==> src/rtl/retb_pkg.sv <==
// Shared types, codes and constants for the reloading event timer bank.
package retb_pkg;

  // Default number of timers in the bank.
  localparam int TIMER_COUNT_DEF = 4;

  // Depth of the command queue between the front and back parts.
  localparam int QUEUE_DEPTH = 2;
  localparam int PTR_W = (QUEUE_DEPTH > 1) ? $clog2(QUEUE_DEPTH) : 1;
  localparam int LVL_W = $clog2(QUEUE_DEPTH + 1);

  // Divide by ten: floor(x / 10) == (x * RECIP_10) >> DIV_SHIFT for any 32-bit x.
  localparam logic [31:0] RECIP_10 = 32'hCCCC_CCCD;
  localparam int DIV_SHIFT = 35;

  // Request codes as they arrive on the input channel.
  typedef enum logic [2:0] {
    REQ_TICK       = 3'd0,
    REQ_SET_PERIOD = 3'd1,
    REQ_CLEAR_FLAG = 3'd2,
    REQ_READ_FLAG  = 3'd3,
    REQ_READ_TIME  = 3'd4
  } req_code_t;

  // Operations after classification by the front part.
  typedef enum logic [2:0] {
    OP_TICK,
    OP_SET,
    OP_CLEAR,
    OP_READ_FLAG,
    OP_READ_TIME,
    OP_NONE
  } op_t;

  // Back part sequencer states.
  typedef enum logic [1:0] {
    BS_IDLE,
    BS_TICK,
    BS_DIV
  } back_state_t;

  // Input item.
  typedef struct packed {
    logic [2:0]  req_type;
    logic [1:0]  timer_id;
    logic [15:0] period;
  } in_item_t;

  // Result item.
  typedef struct packed {
    logic        flag_value;
    logic [28:0] time_tenths;
  } out_item_t;

  // Classified command held in the queue.
  typedef struct packed {
    op_t         op;
    logic        in_bank;
    logic [1:0]  timer_id;
    logic [15:0] period;
  } cmd_t;

  // Queue status seen by the front part.
  typedef struct packed {
    logic full;
    logic empty;
  } q_status_t;

endpackage

==> src/rtl/retb_front.sv <==
// Front part: accepts items and classifies them into commands.
module retb_front
  import retb_pkg::*;
#(
  parameter int TIMER_COUNT = TIMER_COUNT_DEF
) (
  input  logic      in_valid,
  input  in_item_t  in_data,
  output logic      in_stall,
  input  q_status_t q_status,
  output logic      push,
  output cmd_t      cmd
);

  localparam logic [4:0] COUNT5 = 5'(TIMER_COUNT);

  // The queue takes an item whenever it has room.
  assign in_stall = q_status.full;
  assign push     = in_valid && !q_status.full;

  // Decode the request and check the timer address against the bank size.
  always_comb begin
    cmd.in_bank  = ({3'b000, in_data.timer_id} < COUNT5);
    cmd.timer_id = in_data.timer_id;
    cmd.period   = in_data.period;
    case (in_data.req_type)
      REQ_TICK:       cmd.op = OP_TICK;
      REQ_SET_PERIOD: cmd.op = OP_SET;
      REQ_CLEAR_FLAG: cmd.op = OP_CLEAR;
      REQ_READ_FLAG:  cmd.op = OP_READ_FLAG;
      REQ_READ_TIME:  cmd.op = OP_READ_TIME;
      default:        cmd.op = OP_NONE;
    endcase
  end

endmodule

==> src/rtl/retb_queue.sv <==
// Short command queue between the front and back parts.
module retb_queue
  import retb_pkg::*;
(
  input  logic             clk,
  input  logic             rst_n,
  input  logic             push,
  input  cmd_t             push_cmd,
  input  logic             pop,
  output cmd_t             head_cmd,
  output q_status_t        status,
  output logic [LVL_W-1:0] level
);

  localparam logic [PTR_W-1:0] PTR_LAST = PTR_W'(QUEUE_DEPTH - 1);
  localparam logic [LVL_W-1:0] LVL_FULL = LVL_W'(QUEUE_DEPTH);

  cmd_t             slot_r [QUEUE_DEPTH];
  logic [PTR_W-1:0] wr_ptr_r, wr_ptr_nxt;
  logic [PTR_W-1:0] rd_ptr_r, rd_ptr_nxt;
  logic [LVL_W-1:0] level_r, level_nxt;

  assign status.full  = (level_r == LVL_FULL);
  assign status.empty = (level_r == '0);
  assign level        = level_r;
  assign head_cmd     = slot_r[rd_ptr_r];

  // Pointer and fill level updates.
  always_comb begin
    wr_ptr_nxt = wr_ptr_r;
    rd_ptr_nxt = rd_ptr_r;
    level_nxt  = level_r;
    if (push) begin
      wr_ptr_nxt = (wr_ptr_r == PTR_LAST) ? '0 : wr_ptr_r + 1'b1;
    end
    if (pop) begin
      rd_ptr_nxt = (rd_ptr_r == PTR_LAST) ? '0 : rd_ptr_r + 1'b1;
    end
    if (push && !pop) begin
      level_nxt = level_r + 1'b1;
    end else if (pop && !push) begin
      level_nxt = level_r - 1'b1;
    end
  end

  always_ff @(posedge clk) begin
    if (!rst_n) begin
      wr_ptr_r <= '0;
      rd_ptr_r <= '0;
      level_r  <= '0;
    end else begin
      wr_ptr_r <= wr_ptr_nxt;
      rd_ptr_r <= rd_ptr_nxt;
      level_r  <= level_nxt;
    end
  end

  // Slot storage.
  always_ff @(posedge clk) begin
    if (push) begin
      slot_r[wr_ptr_r] <= push_cmd;
    end
  end

endmodule

==> src/rtl/retb_back.sv <==
// Back part: timer state, shared decrementer, divide by ten and result register.
module retb_back
  import retb_pkg::*;
#(
  parameter int TIMER_COUNT = TIMER_COUNT_DEF
) (
  input  logic      clk,
  input  logic      rst_n,
  input  cmd_t      cmd,
  input  logic      q_empty,
  output logic      pop,
  output logic      out_valid,
  output out_item_t out_data,
  input  logic      out_stall
);

  localparam int IDX_W = (TIMER_COUNT > 1) ? $clog2(TIMER_COUNT) : 1;
  localparam logic [IDX_W-1:0] IDX_LAST = IDX_W'(TIMER_COUNT - 1);

  back_state_t      state_r, state_nxt;
  logic [IDX_W-1:0] tick_idx_r, tick_idx_nxt;
  logic [15:0]      down_r [TIMER_COUNT];
  logic [15:0]      down_nxt [TIMER_COUNT];
  logic [15:0]      period_r [TIMER_COUNT];
  logic [15:0]      period_nxt [TIMER_COUNT];
  logic             flag_r [TIMER_COUNT];
  logic             flag_nxt [TIMER_COUNT];
  logic [31:0]      tick_total_r, tick_total_nxt;
  logic [63:0]      prod_r, prod_nxt;
  logic             res_valid_r, res_valid_nxt;
  out_item_t        res_r, res_nxt;
  logic [IDX_W+1:0] id_wide;
  logic [IDX_W-1:0] cmd_idx;
  logic             slot_free;

  assign out_valid = res_valid_r;
  assign out_data  = res_r;

  // Timer index from the two-bit address; only used when in the bank.
  assign id_wide   = {{IDX_W{1'b0}}, cmd.timer_id};
  assign cmd_idx   = id_wide[IDX_W-1:0];
  assign slot_free = !res_valid_r || !out_stall;

  // Sequencer: one command at a time, ticks walk the timers one per cycle.
  always_comb begin
    state_nxt      = state_r;
    tick_idx_nxt   = tick_idx_r;
    down_nxt       = down_r;
    period_nxt     = period_r;
    flag_nxt       = flag_r;
    tick_total_nxt = tick_total_r;
    prod_nxt       = prod_r;
    res_valid_nxt  = res_valid_r;
    res_nxt        = res_r;
    pop            = 1'b0;
    if (res_valid_r && !out_stall) begin
      res_valid_nxt = 1'b0;
    end
    case (state_r)
      BS_IDLE: begin
        if (!q_empty && slot_free) begin
          pop     = 1'b1;
          res_nxt = '0;
          case (cmd.op)
            OP_TICK: begin
              tick_idx_nxt = '0;
              state_nxt    = BS_TICK;
            end
            OP_SET: begin
              if (cmd.in_bank) begin
                down_nxt[cmd_idx]   = cmd.period;
                period_nxt[cmd_idx] = cmd.period;
                flag_nxt[cmd_idx]   = 1'b0;
              end
              res_valid_nxt = 1'b1;
            end
            OP_CLEAR: begin
              if (cmd.in_bank) begin
                flag_nxt[cmd_idx] = 1'b0;
              end
              res_valid_nxt = 1'b1;
            end
            OP_READ_FLAG: begin
              res_nxt.flag_value = cmd.in_bank && flag_r[cmd_idx];
              res_valid_nxt      = 1'b1;
            end
            OP_READ_TIME: begin
              prod_nxt  = {32'd0, tick_total_r} * {32'd0, RECIP_10};
              state_nxt = BS_DIV;
            end
            default: begin
              res_valid_nxt = 1'b1;
            end
          endcase
        end
      end
      BS_TICK: begin
        // Shared decrementer serves the timer under the walk index.
        if (down_r[tick_idx_r] != 16'd0) begin
          down_nxt[tick_idx_r] = down_r[tick_idx_r] - 16'd1;
        end else begin
          down_nxt[tick_idx_r] = period_r[tick_idx_r];
          flag_nxt[tick_idx_r] = 1'b1;
        end
        if (tick_idx_r == IDX_LAST) begin
          tick_total_nxt = tick_total_r + 32'd1;
          res_nxt        = '0;
          res_valid_nxt  = 1'b1;
          state_nxt      = BS_IDLE;
        end else begin
          tick_idx_nxt = tick_idx_r + 1'b1;
        end
      end
      BS_DIV: begin
        // Product was registered last cycle; the quotient is its upper bits.
        res_nxt.flag_value  = 1'b0;
        res_nxt.time_tenths = prod_r[DIV_SHIFT+28:DIV_SHIFT];
        res_valid_nxt       = 1'b1;
        state_nxt           = BS_IDLE;
      end
      default: begin
        state_nxt = BS_IDLE;
      end
    endcase
  end

  // Control and timer state.
  always_ff @(posedge clk) begin
    if (!rst_n) begin
      state_r      <= BS_IDLE;
      tick_idx_r   <= '0;
      tick_total_r <= '0;
      res_valid_r  <= 1'b0;
      for (int i = 0; i < TIMER_COUNT; i++) begin
        down_r[i]   <= '0;
        period_r[i] <= '0;
        flag_r[i]   <= 1'b0;
      end
    end else begin
      state_r      <= state_nxt;
      tick_idx_r   <= tick_idx_nxt;
      tick_total_r <= tick_total_nxt;
      res_valid_r  <= res_valid_nxt;
      down_r       <= down_nxt;
      period_r     <= period_nxt;
      flag_r       <= flag_nxt;
    end
  end

  // Payload registers.
  always_ff @(posedge clk) begin
    prod_r <= prod_nxt;
    res_r  <= res_nxt;
  end

endmodule

==> src/rtl/reloading_event_timer_bank_top.sv <==
// Top level of the reloading event timer bank.
// A bank of TIMER_COUNT periodic down-counting timers plus a 32-bit tick
// counter. Every request gives exactly one result. Requests enter a
// two-entry queue and are carried out one at a time by the back part: a
// tick walks the timers one per cycle through one shared decrementer;
// read time uses a registered 32x32 multiply by the reciprocal of ten;
// set period, clear flag, read flag and unknown requests are done in the
// idle state. The back part starts the next request only once the result
// register is empty or is being taken in that cycle; while a result waits
// for the receiver the queue takes up to two more items and then stalls
// the input.
module reloading_event_timer_bank_top
  import retb_pkg::*;
#(
  parameter int TIMER_COUNT = TIMER_COUNT_DEF
) (
  input  logic      clk,
  input  logic      rst_n,
  input  logic      in_valid,
  input  in_item_t  in_data,
  output logic      in_stall,
  output logic      out_valid,
  output out_item_t out_data,
  input  logic      out_stall
);

  q_status_t        q_status;
  logic             push;
  logic             pop;
  cmd_t             push_cmd;
  cmd_t             head_cmd;
  logic [LVL_W-1:0] q_level;

  // Accept and classify.
  retb_front #(
    .TIMER_COUNT(TIMER_COUNT)
  ) u_front (
    .in_valid (in_valid),
    .in_data  (in_data),
    .in_stall (in_stall),
    .q_status (q_status),
    .push     (push),
    .cmd      (push_cmd)
  );

  // Decoupling queue.
  retb_queue u_queue (
    .clk      (clk),
    .rst_n    (rst_n),
    .push     (push),
    .push_cmd (push_cmd),
    .pop      (pop),
    .head_cmd (head_cmd),
    .status   (q_status),
    .level    (q_level)
  );

  // Execute.
  retb_back #(
    .TIMER_COUNT(TIMER_COUNT)
  ) u_back (
    .clk       (clk),
    .rst_n     (rst_n),
    .cmd       (head_cmd),
    .q_empty   (q_status.empty),
    .pop       (pop),
    .out_valid (out_valid),
    .out_data  (out_data),
    .out_stall (out_stall)
  );

  // The queue never holds more than its depth.
  a_level_bound: assert property (@(posedge clk) disable iff (!rst_n)
    q_level <= LVL_W'(QUEUE_DEPTH))
    else $error("queue level above depth");

  // Nothing is popped from an empty queue.
  a_no_pop_empty: assert property (@(posedge clk) disable iff (!rst_n)
    pop |-> !q_status.empty)
    else $error("pop from empty queue");

  // A result never carries both a flag and a time.
  a_one_field: assert property (@(posedge clk) disable iff (!rst_n)
    out_valid |-> !(out_data.flag_value && (out_data.time_tenths != '0)))
    else $error("result carries both flag and time");

  // Reset leaves no result pending.
  a_reset_clear: assert property (@(posedge clk) !rst_n |=> !out_valid)
    else $error("result valid after reset");

endmodule
==> config.mk <==
export PLATFORM = sky130hd
export DESIGN_NAME = reloading_event_timer_bank_top
export DESIGN_NICKNAME = d
export VERILOG_FILES = /design/src/rtl/retb_pkg.sv /design/src/rtl/retb_front.sv /design/src/rtl/retb_queue.sv /design/src/rtl/retb_back.sv /design/src/rtl/reloading_event_timer_bank_top.sv
export SDC_FILE = /design/constraint.sdc
export NUM_CORES = 2
export LEC_CHECK = 0
export BUFFER_PORTS_ARGS = -buffer_cell sky130_fd_sc_hd__buf_2
export CAP_MARGIN = 40
export CORE_MARGIN = 5
export CORE_UTILIZATION = 40
export DETAILED_ROUTE_END_ITERATION = 8
export GPL_TIMING_DRIVEN = 0
export RECOVER_POWER = 50
export REMOVE_ABC_BUFFERS = 1
export SYNTH_ARGS = -nofsm -noshare
export SYNTH_HDL_FRONTEND = slang
export SYNTH_SLANG_ARGS = --single-unit
==> constraint.sdc <==
create_clock -name clk -period 16.2 [get_ports clk]
set_input_delay 1.62 -clock clk [delete_from_list [all_inputs] [get_ports clk]]
set_output_delay 1.62 -clock clk [all_outputs]
set_load 0.02 [all_outputs]
-- Yosys cells after proc, flatten, opt, wreduce, memory -nomap -nowiden
Memory sizes are Yosys's and may differ from the RTL's. A register that Yosys moved wholly into a read port is not among the register bits.
Cells that the tools add are included.
- output and inout bits: 32
- flip-flop bits (word level): 267
- logic and storage cells: 153
- memory bits (writable): 42
- memories kept: 1
- memory list (memory ; words ; width ; rd ports ; clocked after Yosys merged registers in ; wr ports ; line ; source):
    u_queue.slot_r ; 2 ; 21 ; 1 ; 1 ; 1 ; retb_queue.sv:18 ; cmd_t slot_r [QUEUE_DEPTH];
- equality and inequality tests: 21
- bitwise operators: 5
- multiplexer cells: 59
- order comparisons: 4
- reduce and logical (&&, ||, !) cells: 33
- $mul: 1
- add/subtract/negate cells: 7
- operators with widths (operator ; number):
    $bwmux 64 ; 4
    $mux 64 ; 4
    $pmux 64 s2 ; 1
    $mux 16 ; 6
    $pmux 30 s3 ; 1
    $bmux 16 s2 ; 2
    $demux 16 s2 ; 2
    $mul 32x32->64 const B ; 1
    $mux 30 ; 2
    $add 32x1->32 const B ; 1
    $mux 1 ; 17
    $mux 4 ; 4
    $reduce_bool 16->1 ; 1
    $sub 16x1->16 const B ; 1
    $pmux 3 s5 ; 1
    $mux 2 ; 7
    $eq 3x2->1 const B ; 4
    $pmux 2 s2 ; 3
    $reduce_and 4->1 ; 3
    $ne 2x2->1 const B ; 5
    $reduce_and 3->1 ; 3
    $pmux 4 s2 ; 1
    $logic_and 1x1->1 ; 7
    $eq 2x2->1 const B ; 3
    other kinds (27) ; 46

-- Longest topological paths before layout
- depth after elaboration: 11
- depth in mapped cells: 27

-- Cells and area by module
Synthesis repeated with hierarchy kept, for this count alone.
- cells, all modules: 2909
- area, all modules: 29195.5 µm²
- by module, submodules not included (module ; area each (µm²) ; times used ; sequential area each (µm²) ; cells an instance):
    retb_back ; 27219.9 ; 1 ; 5154.9 ; 2794
    retb_queue ; 1798.0 ; 1 ; 1421.4 ; 90
    retb_front ; 177.7 ; 1 ; 0.0 ; 25

-- Least setup slack after synthesis
Ideal clock, no wire load.
- path kind: flip-flop to flip-flop
- start point: register u_back.tick_total_r[6]
- end point: register u_back.prod_r[57], data pin
- data required time: 15.929 ns
- library setup time: 0.271 ns
- clock period less this slack: 7.289 ns
- stages on the path, launching flop included: 24
- buffers on the path: 1
- path slack: 8.911 ns
- arrival: 7.018 ns
- cells stage by stage: dfxtp_1 -> ha_1 -> clkbuf_1 -> xor2_1 -> ha_1 -> a21o_1 -> fa_1 -> inv_1 -> fa_1 -> inv_1 -> fa_1 -> fa_1 -> fa_1 -> fa_1 -> ha_1 -> nand2_1 -> or4_1 -> or4_1 -> o21ai_1 -> nor2_1 -> o21ba_2 -> o21ai_0 -> a2111o_1 -> o2111ai_1
- longest elaborated chain between the ends: 1
- RTL lines (element ; line ; source):
    start, declared ; retb_back.sv:28 ; logic [31:0] tick_total_r, tick_total_nxt;
    start signal, assigned ; retb_back.sv:142 ; tick_total_r <= tick_total_nxt;
    $mul 32x32->64 ; retb_back.sv:88 ; prod_nxt = {32'd0, tick_total_r} * {32'd0, RECIP_10};
    end signal, assigned ; retb_back.sv:152 ; prod_r <= prod_nxt;
    end, declared ; retb_back.sv:29 ; logic [63:0] prod_r, prod_nxt;
No other way between the ends.
A chain may end at the register's enable or synchronous reset.

-- Worst setup path in the final report
- start point: register u_back.tick_total_r[8]
- end point: register u_back.prod_r[57], data pin
Same word-level chain as after synthesis.

==> metrics.md <==
| Metric | Value |
|---|---|
| Status | finished, violations left |
| Failing checks | max-capacitance violations, max-slew violations |
| Power Density | 69.94 nW/µm² |
| #FFs+latches synth | 275 |
| Worst Reg-to-Reg Cells | 22 |
| Vias in the first global route | 21.60k |
| Int Pwr | 0.001395 W |
| IO Pins | 57 |
| Hold WC Path Type | register to register |
| DR WL/cell | 21.37 µm |
| Post-CTS Setup Inserts | 0 |
| Root Driver | clkbuf_16 |
| Die footprint | 77,390 µm² |
| Ys flop type | dfxtp_1 |
| Synth top area cells | fa_1, ha_1, dfxtp_1 |
| Post-synth EDFFs | 101 |
| Longest Clk Path Bufs | 3 |
| Sequential area share after synthesis | 0.2265 |
| # DRC | 0 |
| CP max FO | 8 |
| ANT nets after route | 0 |
| Syn avg cell area | 10.35 µm² |
| Routed wire length | 80,590 µm |
| Core ar. | 71,360 µm² |
| Die Wd | 278.2 µm |
| R2R Path End | u_back.prod_r[57] |
| TritonCTS Buffers | 31 |
| Initial antenna violation count | 0 |
| Crit path buf inv count | 4 |
| Largest stage delay, worst path | 0.66 ns |
| Critical path's top delay family | adder cells |
| Most frequent cell after synthesis | inv_1 |
| Pins over their slew limit | 23 |
| Antenna cells | 0 |
| Post-DP HPWL | 66,490 µm |
| Period minus WS final | 8.909 ns |
| Final Skew | 0.01745 ns |
| Post-Syn Area | 28,770 µm² |
| Area delta synth->final | 8.128% |
| Nets | 3,565 |
| Share of flip-flops with an asynchronous set or reset | 0 |
| Net Switching | 0.0007809 W |
| Worst Tran Pin Value | 1.621 ns |
| Total grt overflow | 0 |
| Yosys warning total | 0 |
| Port bufs | 56 |
| First-pass GRT wire length | 124,500 µm |
| Layout cells sized above 1 | 0.04892 |
| CP max-delay cell | dfxtp_1 |
| Relative slew slack | -0.08220 |
| GPL Wtd Cong | 0.9774 |
| Synth top cells by count | inv_1, fa_1, ha_1, nand2_1, dfxtp_1 |
| Setup CP Type | register to register |
| Final count of hold timing violations | 0 |
| Vias per Instance | 5.352 |
| Sink Count | 275 |
| Max Cap Violations | 1 |
| Maximum vdd drop | 0.09199 mV |
| Drt pass-1 iters | 5 |
| Post-Synthesis Cells | 2,779 |
| Critical Path RT | 16.54 ns |
| Setup crit end | u_back.prod_r[57] |
| Initial DRC count | 1,453 |
| Crit path from | u_back.tick_total_r[8] |
| Clk pin slew, worst setup/hold paths | 0.07 ns |
| RSZ-0062 raised after global routing | no |
| Combinational share of power | 0.284 |
| Reg2reg setup slack | 7.29 ns |
| Setup TNS | 0 ns |
| H-tree levels | 1 |
| Synth area leader | fa_1 |
| Crit path DAT | 9.24 ns |
| WP depth | 22 |
| Final-report setup violation count | 0 |
| Netlist cell types | 69 |
| Row count | 98 |
| Register share of total power | 0.398 |
| Crit-path most repeated cell | fa_1 |
| Fin crit share | 0.5499 |
| Total number of vias | 20.18k |
| Crit path cell chain | ha_1 -> inv_1 -> fa_1 -> inv_1 -> fa_1 -> inv_1 -> fa_1 -> inv_1 -> fa_1 -> fa_1 -> fa_1 -> fa_1 -> ha_1 -> nand4_1 -> or4_1 -> or4_1 -> o21ai_1 -> nor2_1 -> o21ba_2 -> o21ai_0 -> a2111o_1 -> o2111ai_1 |
| Crit start category | register |
| P_leak | 16.59 nW |
| CP Capture Type | register |
| Hold_ws | 0.4934 ns |
| Hold_buf cts | 0 |
| CTS tree | done |
| Sw frac | 0.3589 |
| Die Y | 278.2 µm |
| Clock power share | 0.318 |
| Pin count of the biggest net entering global routing | 94 |
| FF-to-FF Start | u_back.tick_total_r[8] |
| CTS resizes | 0 |
| Clk Latency, worst-skew pair | 0.61 ns |
| Synth top area share | 0.2686 |
| F_max | 112.2 MHz |
| GRT Util Overall | 0.2058 |
| Starting Density | 0.4031 |
metrics by stage:
stage / std cells / setup slack, ns / total power [W] / utilization / area, µm²
2_1_floorplan: 2686 / 8.920 / 0.001286 / - / 28400
3_3_place_gp: 3692 / 7.378 / 0.001469 / 0.4186 / 29870
3_5_place_dp: 3710 / 7.347 / 0.001515 / 0.4234 / 30220
4_1_cts: 3768 / 7.309 / 0.002214 / 0.4373 / 31210
5_1_grt: 3771 / 7.035 / 0.002290 / 0.4359 / 31110
6_report: 3771 / 7.291 / 0.002176 / 0.4359 / 31110
worst min-delay path, cell delays in order (launching register included):
cell and delay, ns:
dfxtp_1 0.33, a21oi_1 0.04, nor2_1 0.09
cell type report:
type                    count  area, µm²
well taps                 950       1189
fillers                  6897      40250
multi-input cells        1857      19860
inverters                 554       2079
clock buffers              38      823.3
repair buffers             77      476.7
flip-flops and latches    275       6519
clock inverters            20      166.4
layout by cell type, fill, tap and decap left out, drive strengths merged, types with 51 or more instances in the layout:
master	instances
a21oi	119
and2	51
clkbuf	88
dfxtp	174
edfxtp	101
fa	386
ha	358
inv	558
nand2	178
nor2	96
o211a	100
o21ai	83
xnor2	68
xor2	52
cells by family after synthesis:
family | share of synthesized area
adder cells (fa/ha/maj) | 0.4243
buffers and inverters | 0.08502
AND/OR/NAND/NOR | 0.07880
AO/OA/AOI/OAI | 0.1114
flip-flops | 0.2265
XOR/XNOR | 0.03653
multiplexers | 0.03749
registers in the layout, indices dropped and copies added, names as in the netlist, named ones only:
register / cells
u_back.down_r: 64
u_back.flag_r: 4
u_back.out_data: 30
u_back.out_valid: 1
u_back.period_r: 64
u_back.prod_r: 29
u_back.state_r: 2
u_back.tick_idx_r: 2
u_back.tick_total_r: 32
u_queue.level: 2
u_queue.rd_ptr_r: 1
u_queue.slot_r: 42
u_queue.wr_ptr_r: 1
routing by layer:
| metal | share of wire | vias to the layer above | track usage |
|---|---|---|---|
| met1 | 0.42 | 10230 | 0.2656 |
| met5 | 0 | - | 0 |
| met3 | 0.049 | 136 | 0.02475 |
| met2 | 0.50 | 583 | 0.3612 |
| met4 | 0.039 | 0 | 0.06758 |
| li1 | - | 9229 | - |
power groups by stage:
stage               Combinational (W)  Clock, W  Sequential, W
floorplan                    0.000352         0       0.000933
global placement             0.000571         0       0.000898
detailed placement           0.000638         0       0.000877
CTS                          0.000641  0.000710       0.000863
global route                 0.000677  0.000739       0.000874
finish                       0.000618  0.000691       0.000866
how the worst min path moves through the flow:
stage | from | end | slack (ns) | cells past startpoint
2_1_floorplan | u_back.flag_r[1] | u_back.flag_r[1] | 0.45 | 2
3_3_place_gp | u_back.flag_r[2] | u_back.flag_r[2] | 0.47 | 2
3_5_place_dp | u_back.period_r[12] | u_back.period_r[12] | 0.48 | 1
4_1_cts | u_back.period_r[12] | u_back.period_r[12] | 0.50 | 1
5_1_grt | u_back.down_r[5] | u_back.down_r[5] | 0.50 | 1
6_report | u_back.flag_r[1] | u_back.flag_r[1] | 0.49 | 2
Note: power is estimated with default switching activity, not from simulation.
